## src/rtl/assert_macros.svh

```systemverilog
// ----------------------------------------------------------------------------
// Assertion macros
// Shared assertion shorthands for the station statistics table.
// ----------------------------------------------------------------------------
`ifndef ASSERT_MACROS_SVH
`define ASSERT_MACROS_SVH

// Checked on every rising edge outside reset.
`define KSST_ASSERT(name, prop) \
  name: assert property (@(posedge clk) disable iff (!rst_n) prop) \
    else $error("assertion failed");

// Checked on every rising edge, reset included.
`define KSST_ASSERT_ALWAYS(name, prop) \
  name: assert property (@(posedge clk) prop) \
    else $error("assertion failed");

`endif

```

## src/rtl/ksst_pkg.sv

```systemverilog
// ----------------------------------------------------------------------------
// ksst_pkg
// Types and constants shared by the station statistics table.
// ----------------------------------------------------------------------------
package ksst_pkg;

  localparam int TABLE_DEPTH = 32;
  localparam int IDX_W       = (TABLE_DEPTH > 1) ? $clog2(TABLE_DEPTH) : 1;
  localparam int CNT_W       = $clog2(TABLE_DEPTH + 1);

  localparam logic [15:0] COUNT_MAX = 16'hFFFF;

  localparam logic [2:0] ST_UPDATED  = 3'd0;
  localparam logic [2:0] ST_INSERTED = 3'd1;
  localparam logic [2:0] ST_FULL     = 3'd2;
  localparam logic [2:0] ST_EMPTY    = 3'd3;
  localparam logic [2:0] ST_CLEARED  = 3'd4;

  typedef struct packed {
    logic               action;
    logic               has_address;
    logic [47:0]        station_address;
    logic [31:0]        name_digest;
    logic [3:0]         auth_code;
    logic [7:0]         radio_channel;
    logic signed [7:0]  signal_level;
  } in_word_t;

  typedef struct packed {
    logic               accepted;
    logic [2:0]         status;
    logic [4:0]         entry_index;
    logic [15:0]        sample_total;
    logic signed [7:0]  best_level;
    logic [15:0]        overflow_total;
    logic [5:0]         entries_used;
  } out_word_t;

  // Search word travelling down the row of cells.
  typedef struct packed {
    logic               valid;
    logic [47:0]        key;
    logic [31:0]        digest;
    logic [3:0]         auth;
    logic [7:0]         chan;
    logic signed [7:0]  level;
    logic [CNT_W-1:0]   used;
    logic               done;
    logic               ins;
    logic [IDX_W-1:0]   idx;
    logic [15:0]        count;
    logic signed [7:0]  best;
  } probe_t;

endpackage

```

## src/rtl/ksst_cell.sv

```systemverilog
// ----------------------------------------------------------------------------
// ksst_cell
// One table slot: holds an entry, matches, updates or fills it as the
// search word passes, and hands the word on to the next slot.
// ----------------------------------------------------------------------------
module ksst_cell (
  input  logic                          clk,
  input  logic                          rst_n,
  input  logic [ksst_pkg::IDX_W-1:0]    cell_id,
  input  ksst_pkg::probe_t              probe_in,
  output ksst_pkg::probe_t              probe_out
);

  logic [47:0]       key_r;
  logic [31:0]       digest_r;
  logic [3:0]        auth_r;
  logic [7:0]        chan_r;
  logic signed [7:0] best_r;
  logic signed [7:0] last_r;
  logic [15:0]       count_r;

  logic [47:0]       key_nxt;
  logic [31:0]       digest_nxt;
  logic [3:0]        auth_nxt;
  logic [7:0]        chan_nxt;
  logic signed [7:0] best_nxt;
  logic signed [7:0] last_nxt;
  logic [15:0]       count_nxt;

  ksst_pkg::probe_t  probe_r;
  ksst_pkg::probe_t  probe_nxt;

  logic [ksst_pkg::CNT_W-1:0] id_ext;
  logic                       live;
  logic                       hit;
  logic                       ins;

  always_comb begin
    id_ext = ksst_pkg::CNT_W'(cell_id);
    live   = probe_in.valid && !probe_in.done;
    hit    = live && (id_ext < probe_in.used) && (key_r == probe_in.key);
    ins    = live && (id_ext == probe_in.used);

    key_nxt    = key_r;
    digest_nxt = digest_r;
    auth_nxt   = auth_r;
    chan_nxt   = chan_r;
    best_nxt   = best_r;
    last_nxt   = last_r;
    count_nxt  = count_r;
    probe_nxt  = probe_in;

    if (hit) begin
      count_nxt = (count_r == ksst_pkg::COUNT_MAX) ? count_r : count_r + 16'd1;
      last_nxt  = probe_in.level;
      best_nxt  = (probe_in.level > best_r) ? probe_in.level : best_r;
      if (probe_in.digest != 32'd0) begin
        digest_nxt = probe_in.digest;
      end
      if (probe_in.auth != 4'd0) begin
        auth_nxt = probe_in.auth;
      end
      if (probe_in.chan != 8'd0) begin
        chan_nxt = probe_in.chan;
      end
    end else if (ins) begin
      key_nxt    = probe_in.key;
      digest_nxt = probe_in.digest;
      auth_nxt   = probe_in.auth;
      chan_nxt   = probe_in.chan;
      best_nxt   = probe_in.level;
      last_nxt   = probe_in.level;
      count_nxt  = 16'd1;
    end

    if (hit || ins) begin
      probe_nxt.done  = 1'b1;
      probe_nxt.ins   = ins;
      probe_nxt.idx   = cell_id;
      probe_nxt.count = count_nxt;
      probe_nxt.best  = best_nxt;
    end
  end

  always_ff @(posedge clk) begin
    key_r    <= key_nxt;
    digest_r <= digest_nxt;
    auth_r   <= auth_nxt;
    chan_r   <= chan_nxt;
    best_r   <= best_nxt;
    last_r   <= last_nxt;
    count_r  <= count_nxt;
  end

  always_ff @(posedge clk) begin
    if (!rst_n) begin
      probe_r.valid <= 1'b0;
    end else begin
      probe_r <= probe_nxt;
    end
  end

  assign probe_out = probe_r;

endmodule

```

## config.mk

```make
export PLATFORM = sky130hd
export DESIGN_NAME = ksst_cell
export DESIGN_NICKNAME = d
export VERILOG_FILES = /design/src/rtl/assert_macros.svh /design/src/rtl/ksst_pkg.sv /design/src/rtl/ksst_cell.sv
export SDC_FILE = /design/constraint.sdc
export NUM_CORES = 1
export LEC_CHECK = 0
export BUFFER_PORTS_ARGS = -buffer_cell sky130_fd_sc_hd__buf_2
export CELL_PAD_IN_SITES_DETAIL_PLACEMENT = 2
export CELL_PAD_IN_SITES_GLOBAL_PLACEMENT = 2
export CORE_MARGIN = 1.5
export CORE_UTILIZATION = 36
export CTS_BUF_LIST = sky130_fd_sc_hd__clkbuf_16
export DETAILED_ROUTE_END_ITERATION = 8
export PLACE_DENSITY = 0.89
export SLEW_MARGIN = 5
export SYNTH_ARGS = -nofsm -noshare
export SYNTH_HDL_FRONTEND = slang
export SYNTH_SLANG_ARGS = --single-unit
export TNS_END_PERCENT = 100
```

## constraint.sdc

```tcl
create_clock -name clk -period 4.44 [get_ports clk]
set_input_delay 0 -clock clk [delete_from_list [all_inputs] [get_ports clk]]
set_output_delay 0 -clock clk [all_outputs]
set_load 0.1 [all_outputs]
```

Word level (Yosys, flattened, before mapping)

Index checks and enable logic that the tools add are counted.
Widths: inputs -> output; s select.

Output and inout port bits: 138
Word-level logic and storage cells: 36
Register bits: 210

Add/sub/neg operators: 1
Bitwise logic cells: 1
Order comparisons: 2
Equal/unequal tests: 3
Reduce and logical (&&, ||, !) cells: 7
Muxes and demuxes: 7

Operator list:

| kind                  | count |
|---|---|
| $eq 48x48->1          | 1 |
| $mux 16               | 3 |
| $mux 30               | 1 |
| $mux 8                | 3 |
| $add 16x1->16 const B | 1 |
| $eq 16x16->1 const B  | 1 |
| $gt 8x8->1            | 1 |
| $eq 5x6->1            | 1 |
| $lt 5x6->1            | 1 |
| $logic_and 1x1->1     | 4 |
| $reduce_and 2->1      | 1 |
| $logic_not 1->1       | 1 |
| $logic_or 1x1->1      | 1 |
| $not 1->1             | 1 |

Depth between registers and ports, before layout

Gate-level depths: netlist of the first run.

Depth after elaboration: 6
Depth in mapped cells: 11

Least setup slack after synthesis of the first run

No wires, ideal clock.

Path kind: reg2reg
Start point: reg key_r[27]
End point: reg count_r[15]
Data arrival time: 2.757 ns
Period minus slack after synthesis: 2.857 ns
Stages on the path, launching flop included: 8
Slack: 1.583 ns
Buffers on the path: 1
Cell sequence: edfxtp_1 > xor2_1 > or4_4 > nor4_4 > nand4_2 > buf_6 > and2_1 > a211oi_1

Cells in the longest elaborated chain, start to end: 3

RTL lines:

| element                | line            | text |
|---|---|---|
| start, declared        | ksst_cell.sv:14 | `logic [47:0] key_r;` |
| start signal, assigned | ksst_cell.sv:86 | `key_r <= key_nxt;` |
| $eq 48x48->1           | ksst_cell.sv:41 | `hit = live && (id_ext < probe_in.used) && (key_r == probe_in.key);` |
| $logic_and 1x1->1      | ksst_cell.sv:41 |  |
| $mux 16                | ksst_cell.sv:53 | `if (hit) begin` |
| net count_nxt[15]      | ksst_cell.sv:28 | `logic [15:0] count_nxt;` |
| end signal, assigned   | ksst_cell.sv:92 | `count_r <= count_nxt;` |
| end, declared          | ksst_cell.sv:20 | `logic [15:0] count_r;` |

The timed path passes the listed nets, and every way through them passes these cells.
A chain may end at the register's enable or synchronous reset.

==> results.md, run 1 <==
- P_sw: 1.89 mW
- LEAKAGE: 4.90 nW
- Placer's final routability congestion estimate: about 0.78
- Port Buffers: 282
- Syn-to-layout area delta: 46.6%
- Routed WL: approximately 35 mm
- PD cells: 449 nW/um^2
- Avg WL per Cell: roughly 28 um
- Number of synthesized flops with an enable pin: 185
- Setup CP Type: reg -> reg
- Global-route wire length before repair: 50.4 mm
- CP Buf/Inv Count: 1
- CTS root buf: clkbuf_16
- Final period util: just under 90%
- I/O Pins: 283
- Final min period: about 3.9 ns
- Drt drc: 0
- Worst Max-Slew Pin Slew: 0.957 ns
- Reg2Reg Setup Slack: 0.51 ns
- Iter 0 DRT Violations: 381
- Clk_lat worst skew: 0.53 ns
- Comb power frac: 22.8%
- Distinct cells, synth: 53
- Clk slew on worst S/H paths: 0.06 ns
- Worst vdd ir: 0.252 mV
- Fraction of power consumed by sequential logic: between 40% and 50%
- Critical path's top delay family: simple AND/OR/NAND/NOR gates
- Register area share after synthesis: 73.1%
- Final setup violation count: 0
- Via count: 6568
- Syn_area_per_cell: 16.3 um^2
- Final #Nets: approximately 1100
- FF-to-FF path depth: 7
- Worst Setup Start Kind: register
- Inst Count DP: approximately 1100
- YS warnings: 0
- Full die area: 23900 um^2
- Cells after synthesis: 509
- Syn nets: 668
- Pre-Repair DR Iteration Count: 5
- Initial Util: 36.7%
- Slew Limit Headroom: 36.2%
- Vias per inst: between 5 and 6
- Status: finished, final reports clean
- Site row count: 55
- Finished Layout Cells: about 1300
- Internal Power: 3.57 mW
- Worst Hold Launch: rst_n
- Antenna viol nets, final: 0
- Unrepaired setup endpoints after global routing: false
- R2r endpoint: probe_out[25]
- Setup TNS: 0 ns
- WHS Path Cells: 1
- TritonCTS clock tree: done
- Total CTS buffers: 24
- GRT overflow: 0
- Die height: about 150 um
- Proportion of power drawn by the clock network: 34.4%
- Endpoints failing hold: 0
- Min-Delay Path Class: in -> reg
- Antenna violations before repair: 1
- Fraction of registers with async set/reset: 0%
- Worst clock skew: ~0.018 ns
- CP max FO: 19
- Gr usage total: 28.8%
- Die W: 155 um
- Cts repair resizes: 0
- Clk sinks: 210
- Critical Path Slowest Stage Cell: dlygate4sd3_1
- Reg2reg start: key_r[12]
- Core area: 22600 um^2
- Worst setup path startpoint: key_r[12]
- Vias in the first global route: approximately 7400
- Flops & latches, synth: 210
- Share of cells above drive strength 1: 34.9%
- Worst Hold End: probe_out[121]
- Clk buf depth: 3
- Switch share: 34.6%
- Fmax: 255 MHz
- Htree depth: 1
- CP Data Arrival Time: 4.19 ns
- DP HPWL: just over 20 mm
- Post-CTS Setup Inserts: 0
- WP data required: around 4.7 ns
- Most common flop cell mapped by yosys: edfxtp_1
- Mapped Area: 8280 um^2
- Max incr delay on CP: 0.60 ns
- Largest net degree at the start of global routing: 94
- Max cap viols: 0
- Slew Viols, Final: 0
- Worst Setup End Kind: register
- CP cell instances: xnor2_1 > or4bb_1 > nor4_1 > nand4_2 > and2_4 > mux2_4 > dlygate4sd3_1
## power by group through the flow
stage                     Clock (mW)  Combinational, mW  Sequential, mW
after floorplan                    0             0.0948            3.09
after global placement             0               1.07            2.35
after detailed placement           0               1.10            2.37
after CTS                       1.84               1.21            2.33
after global routing            1.96               1.27            2.34
final                           1.88               1.24            2.34
## repair_timing
action / in CTS / in global routing
hold buffers: 143 / 0
setup endpoints to repair: 0 / 0
endpoints found under the hold margin: 194 / 0
## cell usage after synthesis, drive strengths merged, types with 2 or more instances
cell	n	area, um^2
a211oi	2	15.0
a21o	6	45.0
ha	14	175
nand4	16	106
edfxtp	185	5560
nor2	11	41.3
and4	3	26.3
mux2i	3	42.5
or4	2	18.8
and2	4	27.5
clkbuf	8	30.0
nand4b	6	52.6
nor2b	5	31.3
and3	2	12.5
a31o	2	17.5
inv	17	63.8
nand2	18	67.6
o2bb2ai	9	78.8
buf	6	60.1
dfxtp	25	500
xnor2	26	228
nor4	12	90.1
and4b	2	20.0
o21ai	14	70.1
xor2	34	298
or3	2	12.5
nand3b	9	67.6
o221a	8	90.1
mux2	12	150
a21oi	6	30.0
nand3	25	125
nand2b	2	12.5
## per-layer routing
metal	track usage [%]	part of all wire [%]
met1	30.8	36
met2	56.2	55
met3	4.68	5.2
met4	11.2	4.2
met5	0	0
## metrics by stage
stage          setup slack (ns)  utilization [%]  total power, mW  instance area, um^2  hold slack [ns]
6_report                  0.511             53.8             5.45                12100           0.0693
3_3_place_gp               1.40             44.3             3.42                10000            0.176
3_5_place_dp               1.11             44.3             3.47                10000            0.179
2_1_floorplan              1.58                -             3.19                 8280           0.0989
5_1_grt                   0.416             53.8             5.58                12100            0.119
4_1_cts                   0.589             53.8             5.38                12100            0.115
## flip-flops by register name, indices dropped and copies added, names as in the netlist
signal	flops
key_r	48
best_r	8
count_r	16
probe_out	138
## cell usage in the layout, fill, tap and decap left out, drive strengths merged, types with 12 or more instances in the layout
cell           n
edfxtp       185
nand3         25
o21ai         14
buf          287
xnor2         26
nor4          12
nand4         16
clkbuf        24
nand2         18
ha            14
inv           21
mux2          12
dfxtp         25
dlygate4sd3  143
xor2          34
## how the worst max path moves through the flow
stage | endpoint | slack (ns) | cells after the start
final | probe_out[25] | 0.51 | 7
after global routing | probe_out[25] | 0.42 | 7
after CTS | probe_out[25] | 0.59 | 7
after floorplan | count_r[15] | 1.58 | 7
after detailed placement | best_r[1] | 1.11 | 6
after global placement | best_r[3] | 1.40 | 6
## cells by family (layout without fill, tap and decap cells)
| kind of cell | count (synthesis) | count (layout) | share of synthesized area [%] |
|---|---|---|---|
| muxes | 15 | 15 | 2.33 |
| adders and majority gates | 14 | 14 | 2.12 |
| other | 0 | 1 | 0 |
| and+or+nand+nor | 126 | 126 | 9.34 |
| xor gates and xnor gates | 60 | 60 | 6.35 |
| AOI/OAI and AO/OA | 53 | 53 | 4.88 |
| buffers and inverters | 31 | 487 | 1.86 |
| DFF | 210 | 210 | 73.1 |
## area by class of cell
class | instances | area [um^2]
inverter | 17 | 63.8
multi-input combinational | 268 | 2070
clock buffer | 24 | 601
clock inverter | 16 | 101
sequential | 210 | 6060
timing repair buffer | 430 | 2890
fill | 2106 | 10400
antenna | 1 | 2.50
tap | 285 | 357
Note: power is estimated with default switching activity, not from simulation.
==> run 2, diff against run 1 <==
--- a/config.mk
+++ b/config.mk
@@ -8,7 +8,7 @@
 export BUFFER_PORTS_ARGS = -buffer_cell sky130_fd_sc_hd__buf_2
 export CELL_PAD_IN_SITES_DETAIL_PLACEMENT = 2
 export CELL_PAD_IN_SITES_GLOBAL_PLACEMENT = 2
-export CORE_MARGIN = 1.5
+export CORE_MARGIN = 4
 export CORE_UTILIZATION = 36
 export CTS_BUF_LIST = sky130_fd_sc_hd__clkbuf_16
 export DETAILED_ROUTE_END_ITERATION = 8
==> run 2 against run 1 <==
Compared with the run above: non-clock buffer count unchanged; critical endpoint is now probe_out[26]; routed wire length rose by 4.7%; combinational power barely moved; power grew 2.5%; first-iteration DRC count increased by 30%; hold slack improved by 0.041 ns; sequential cell count stayed put; sequential share of layout area down 0.22 points.
==> results.md, run 2 (same netlist as run 1, synthesis figures left out) <==
- Routed WL: 36.5 mm (+4.7%)
- Avg WL per Cell: 29.1 um (+4.4%)
- Fill count: 2071 (-1.7%)
- Commonest non-fill, non-tap cell in the layout: buf_2
- Cts repair resizes: 0 (unchanged)
- TritonCTS clock tree: done
- Hold buffer count at cts: 143 (unchanged)
- Pre-CTS WS: 1.24 ns (+0.130 ns)
- Max cap viols: 0 (unchanged)
- Worst Max-Slew Pin Slew: 0.991 ns (+0.0343 ns)
- Max reg flops: 138 (unchanged)
- Final #Nets: 1111 (+0.090%)
- CP max FO: 38 (+19)
- GRT overflow: 0 (unchanged)
- Syn-to-layout area delta: 47.2%
- PD cells: 459 nW/um^2 (+2.1%)
- Die W: 160 um (+3.2%)
- Utilization after layout: 53.8% (+0.069 points)
- Port Buffers: 282 (unchanged)
- DP HPWL: 20.5 mm (+1.2%)
- Min-Delay Path Class: in -> reg
- Inst Count DP: 1067 (unchanged)
- Site row count: 55 (unchanged)
- Share of cells above drive strength 1: 35.1% (+0.20 points)
- Clk sinks: 210 (unchanged)
- Largest net degree at the start of global routing: 103 (+9.6%)
- Final setup violation count: 0 (unchanged)
- Total CTS buffers: 25 (+4.2%)
- Clk_lat worst skew: 0.51 ns (-0.02 ns)
- Drt drc: 0 (unchanged)
- Finished Layout Cells: 1254 (+0.24%)
- Placer's final routability congestion estimate: 0.747 (-4.7%)
- Worst Setup Start Kind: register
- Worst vdd ir: 0.277 mV (+9.8%)
- Unrepaired setup endpoints after global routing: false
- Setup CP Type: reg -> reg
- Final min period: 3.94 ns (+0.00848 ns)
- Post-CTS Setup Inserts: 0 (unchanged)
- Setup TNS: 0 ns (unchanged)
- Initial Util: 36.6% (-0.11 points)
- Final worst-path setup slack: 0.503 ns (-0.00848 ns)
- I/O Pins: 283 (unchanged)
- Multi-input logic area: 2070 um^2 (unchanged)
- Via count: 6654 (+1.3%)
- Vias per inst: 5.31 (+1.1%)
- Vias in the first global route: 7469 (+1.2%)
- Slew Limit Headroom: 32.2% (-4.0 points)
- Slew Viols, Final: 0 (unchanged)
- Core area: 22600 um^2 (+0.31%)
- Worst Setup End Kind: register
- Worst clock skew: 0.0174 ns (-0.000677 ns)
- Die height: 160 um (+3.2%)
- Htree depth: 1 (unchanged)
- Status: finished, final reports clean
- Iter 0 DRT Violations: 497 (+30%)
- Endpoints failing hold: 0 (unchanged)
- CTS root buf: clkbuf_16
- Global-route wire length before repair: 53.5 mm (+6.2%)
- Antenna violations before repair: 1 (unchanged)
- Clk buf depth: 3 (unchanged)
- WP data required: 4.69 ns (about the same)
- Fmax: 254 MHz (-0.22%)
- Final period util: 88.7% (+0.19 points)
- CP Data Arrival Time: 4.19 ns (about the same)
- FF/Latch Area: 6060 um^2 (unchanged)
- Full die area: 25500 um^2 (+6.6%)
- LEAKAGE: 4.93 nW (+0.73%)
- Commonest non-fill, non-tap cells in the layout: 281 x buf_2, 185 x edfxtp_1, 143 x dlygate4sd3_1
- Gr usage total: 27.6% (-1.2 points)
- Antenna viol nets, final: 0 (unchanged)
- Pre-Repair DR Iteration Count: 5 (unchanged)
- Clk slew on worst S/H paths: 0.06 ns (about the same)
==> run 2: cell types whose count changed in the layout (fill, tap and decap cells not counted), sizes merged <==
cell,change
bufinv,+1
clkbuf,+1
clkinv,-2
inv,+3
==> run 2: critical path, stage by stage (launching register included) <==
cell and delay [ns]:
edfxtp_1 0.38, xnor2_1 0.22, or4bb_1 0.60, nor4_1 0.67
nand4_2 0.19, buf_4 0.33, and2_4 0.35, mux2_4 0.35
dlygate4sd3_1 0.58
==> run 2: layout make-up <==
| class | instances | area share [%] |
|---|---|---|
| Multi-Input combinational cell | 268 | 17.0 |
| Clock inverter | 18 | 1.06 |
| Sequential cell | 210 | 49.7 |
| Antenna cell | 1 | 0.0205 |
| Timing Repair Buffer | 430 | 23.7 |
| Inverter | 17 | 0.523 |
| Tap cell | 285 | 2.92 |
| Clock buffer | 25 | 5.13 |
==> run 2: final timing paths <==
path | from | to | slack [ns] | cells after the start
worst min register to register | count_r[4] | count_r[4] | 0.54 | 1
worst max-delay path | key_r[12] | probe_out[26] | 0.50 | 8
worst min-delay path | rst_n | probe_out[133] | 0.11 | 1
worst max register to register | key_r[12] | probe_out[26] | 0.50 | 8
==> run 2: routing by layer <==
metal | GRT usage [%] | share of wire (%) | vias up
met4 | 10.3 | 4.1 | 0
met3 | 5.08 | 5.5 | 80
met5 | 0 | 0 | -
met1 | 30.9 | 37 | 3399
met2 | 51.9 | 53 | 331
li1 | - | - | 2844
==> run 2: through the flow <==
| step | cell area [um^2] | total power, mW | hold WS (ns) |
|---|---|---|---|
| final | 12200 | 5.59 | 0.111 |
| after global routing | 12200 | 5.73 | 0.136 |
| after CTS | 12200 | 5.48 | 0.136 |
| after detailed placement | 10000 | 3.46 | 0.179 |
| after global placement | 10000 | 3.42 | 0.177 |
| after floorplan | 8280 | 3.19 | 0.0989 |
==> run 2: power breakdown <==
group | internal, mW | leakage, nW | switching (mW) | total [mW]
combinational | 0.257 | 2.56 | 0.995 | 1.25
sequential | 2.28 | 1.98 | 0.0534 | 2.33
clock | 1.13 | 0.394 | 0.875 | 2.01
total | 3.67 | 4.93 | 1.92 | 5.59
==> run 3, diff against run 2 <==
--- a/config.mk
+++ b/config.mk
@@ -6,13 +6,11 @@
 export NUM_CORES = 1
 export LEC_CHECK = 0
 export BUFFER_PORTS_ARGS = -buffer_cell sky130_fd_sc_hd__buf_2
-export CELL_PAD_IN_SITES_DETAIL_PLACEMENT = 2
-export CELL_PAD_IN_SITES_GLOBAL_PLACEMENT = 2
 export CORE_MARGIN = 4
-export CORE_UTILIZATION = 36
+export CORE_UTILIZATION = 45
 export CTS_BUF_LIST = sky130_fd_sc_hd__clkbuf_16
 export DETAILED_ROUTE_END_ITERATION = 8
-export PLACE_DENSITY = 0.89
+export PLACE_DENSITY = 0.78
 export SLEW_MARGIN = 5
 export SYNTH_ARGS = -nofsm -noshare
 export SYNTH_HDL_FRONTEND = slang
==> run 3 against run 2 <==
Compared with the run above: non-clock buffer count is the same; register-to-register slack gained 0.50 ns; highest routed layer unchanged; sequential cell count is the same; routed wire length shrank 40%; via count shrank 10%; cell area shrank 0.67%; sequential share of layout area grew 0.33 points; clock skew shrank 0.0046 ns; setup slack gained 0.50 ns; cell count shrank 4.6%; critical endpoint unchanged; clock power shrank 8%.
==> results.md, run 3 (same netlist as run 1, synthesis figures left out) <==
- Max reg flops: 138 (unchanged)
- Commonest non-fill, non-tap cells in the layout: 281 x buf_2, 185 x edfxtp_1, 143 x dlygate4sd3_1
- CP max FO: 19 (-50%)
- Final setup violation count: 0 (unchanged)
- Syn-to-layout area delta: 46.3%
- Clk slew on worst S/H paths: 0.06 ns (about the same)
- Clk buf depth: 3 (unchanged)
- CP Data Arrival Time: 3.67 ns (-0.52 ns)
- Avg WL per Cell: 18.4 um (-37%)
- Die W: 144 um (-10%)
- TritonCTS clock tree: done
- Initial Util: 45.9% (+9.4 points)
- Die height: 144 um (-10%)
- Port Buffers: 282 (unchanged)
- Worst Hold Launch: rst_n
- Reg2Reg Setup Slack: 1.01 ns (+0.50 ns)
- Drt drc: 0 (unchanged)
- Full die area: 20600 um^2 (-19%)
- DP HPWL: 14.6 mm (-29%)
- Clk sinks: 210 (unchanged)
- Site row count: 49 (-11%)
- Gr usage total: 20.5% (-7.0 points)
- Fill count: 1190 (-43%)
- Final #Nets: 1109 (-0.18%)
- Worst vdd ir: 0.380 mV (+37%)
- Reg2reg start: key_r[12]
- Total CTS buffers: 23 (-8.0%)
- Worst Hold End: probe_out[90]
- WP data required: 4.68 ns (about the same)
- Antenna viol nets, final: 0 (unchanged)
- Pre-Repair DR Iteration Count: 4 (-1)
- WHS Path Cells: 1 (unchanged)
- Clk_lat worst skew: 0.50 ns (about the same)
- GRT overflow: 0 (unchanged)
- Setup CP Type: reg -> reg
- I/O Pins: 283 (unchanged)
- Worst Setup Start Kind: register
- Iter 0 DRT Violations: 280 (-44%)
- Multi-input logic area: 2070 um^2 (unchanged)
- Worst Max-Slew Pin Slew: 0.864 ns (-0.127 ns)
- Min-Delay Path Class: in -> reg
- Max cap viols: 0 (unchanged)
- FF/Latch Area: 6060 um^2 (unchanged)
- Commonest non-fill, non-tap cell in the layout: buf_2
- Core area: 18000 um^2 (-20%)
- PD cells: 441 nW/um^2 (-3.8%)
- Global-route wire length before repair: 33.0 mm (-38%)
- Via count: 5968 (-10%)
- Vias in the first global route: 6119 (-18%)
- Overall Power: 5.34 mW (-4.4%)
- Vias per inst: 4.99 (-6.0%)
- Share of cells above drive strength 1: 35.5% (+0.38 points)
- Slew Viols, Final: 0 (unchanged)
- Htree depth: 1 (unchanged)
- Worst Setup End Kind: register
- Slew Limit Headroom: 42.4% (+10 points)
- FF-to-FF path depth: 7 (-1)
- Setup TNS: 0 ns (unchanged)
- Fmax: 291 MHz (+15%)
- LEAKAGE: 4.92 nW (-0.28%)
- R2r endpoint: probe_out[26]
- Status: finished, final reports clean
- Unrepaired setup endpoints after global routing: false
- Largest net degree at the start of global routing: 95 (-7.8%)
- Endpoints failing hold: 0 (unchanged)
- Routed WL: 21.9 mm (-40%)
- CTS root buf: clkbuf_16
- Placer's final routability congestion estimate: 0.823 (+10%)
- Final min period: 3.43 ns (-0.505 ns)
- Worst clock skew: 0.0127 ns (-0.00464 ns)
- Final period util: 77.3% (-11 points)
- Antenna violations before repair: 1 (unchanged)
==> run 3: layout make-up <==
| class | instances | share of cell area, % |
|---|---|---|
| Timing Repair Buffer | 430 | 23.8 |
| Multi-Input combinational cell | 268 | 17.1 |
| Clock buffer | 23 | 4.75 |
| Tap cell | 229 | 2.37 |
| Antenna cell | 1 | 0.0207 |
| Clock inverter | 18 | 1.38 |
| Inverter | 17 | 0.527 |
| Sequential cell | 210 | 50.0 |
==> run 3: how the worst max path moves through the flow <==
| stage | end | from | depth (start not counted) | slack, ns |
|---|---|---|---|---|
| finish | probe_out[26] | key_r[12] | 7 | 1.01 |
| global route | probe_out[26] | key_r[12] | 7 | 0.80 |
| CTS | probe_out[25] | key_r[12] | 7 | 0.99 |
| detailed placement | best_r[3] | key_r[12] | 6 | 1.42 |
| global placement | best_r[5] | key_r[12] | 6 | 1.56 |
| floorplan | count_r[15] | key_r[27] | 7 | 1.58 |
==> run 3: layer usage <==
| layer | track usage [%] | wire (um) | vias up |
|---|---|---|---|
| met5 | 0 | 0 | - |
| met4 | 6.59 | 607 | 0 |
| met3 | 3.96 | 1690 | 40 |
| met2 | 37.2 | 11300 | 251 |
| met1 | 24.8 | 8320 | 2822 |
| li1 | - | - | 2855 |
==> run 3: worst max-delay path, stage by stage (launching register included) <==
cell and delay, ns:
edfxtp_1 0.38, xnor2_1 0.22, or4bb_1 0.51, nor4_1 0.35, nand4_2 0.41, and2_4 0.41, mux2_4 0.32, dlygate4sd3_1 0.56
==> run 3: where the power goes <==
part           switching, mW  internal, mW
Combinational          0.924         0.252
Clock                  0.735          1.12
Sequential            0.0362          2.28
Total                   1.70          3.65
==> run 3: per-stage QoR <==
step                instance area [um^2]  worst slack [ns]  hold WS (ns)  cells  util (%)
CTS                                12100             0.994         0.121   1195      67.2
floorplan                           8280              1.58        0.0989    509         -
global route                       12100             0.802         0.150   1196      67.2
detailed placement                  9930              1.42         0.178   1011      55.1
global placement                    9930              1.56         0.177   1011      55.1
finish                             12100              1.01         0.115   1196      67.2
==> run 3: what timing repair did <==
item	CTS	global route
gates resized for setup	0	0
endpoints found under the hold margin	194	0
buffers inserted	0	0
hold buffers	143	0
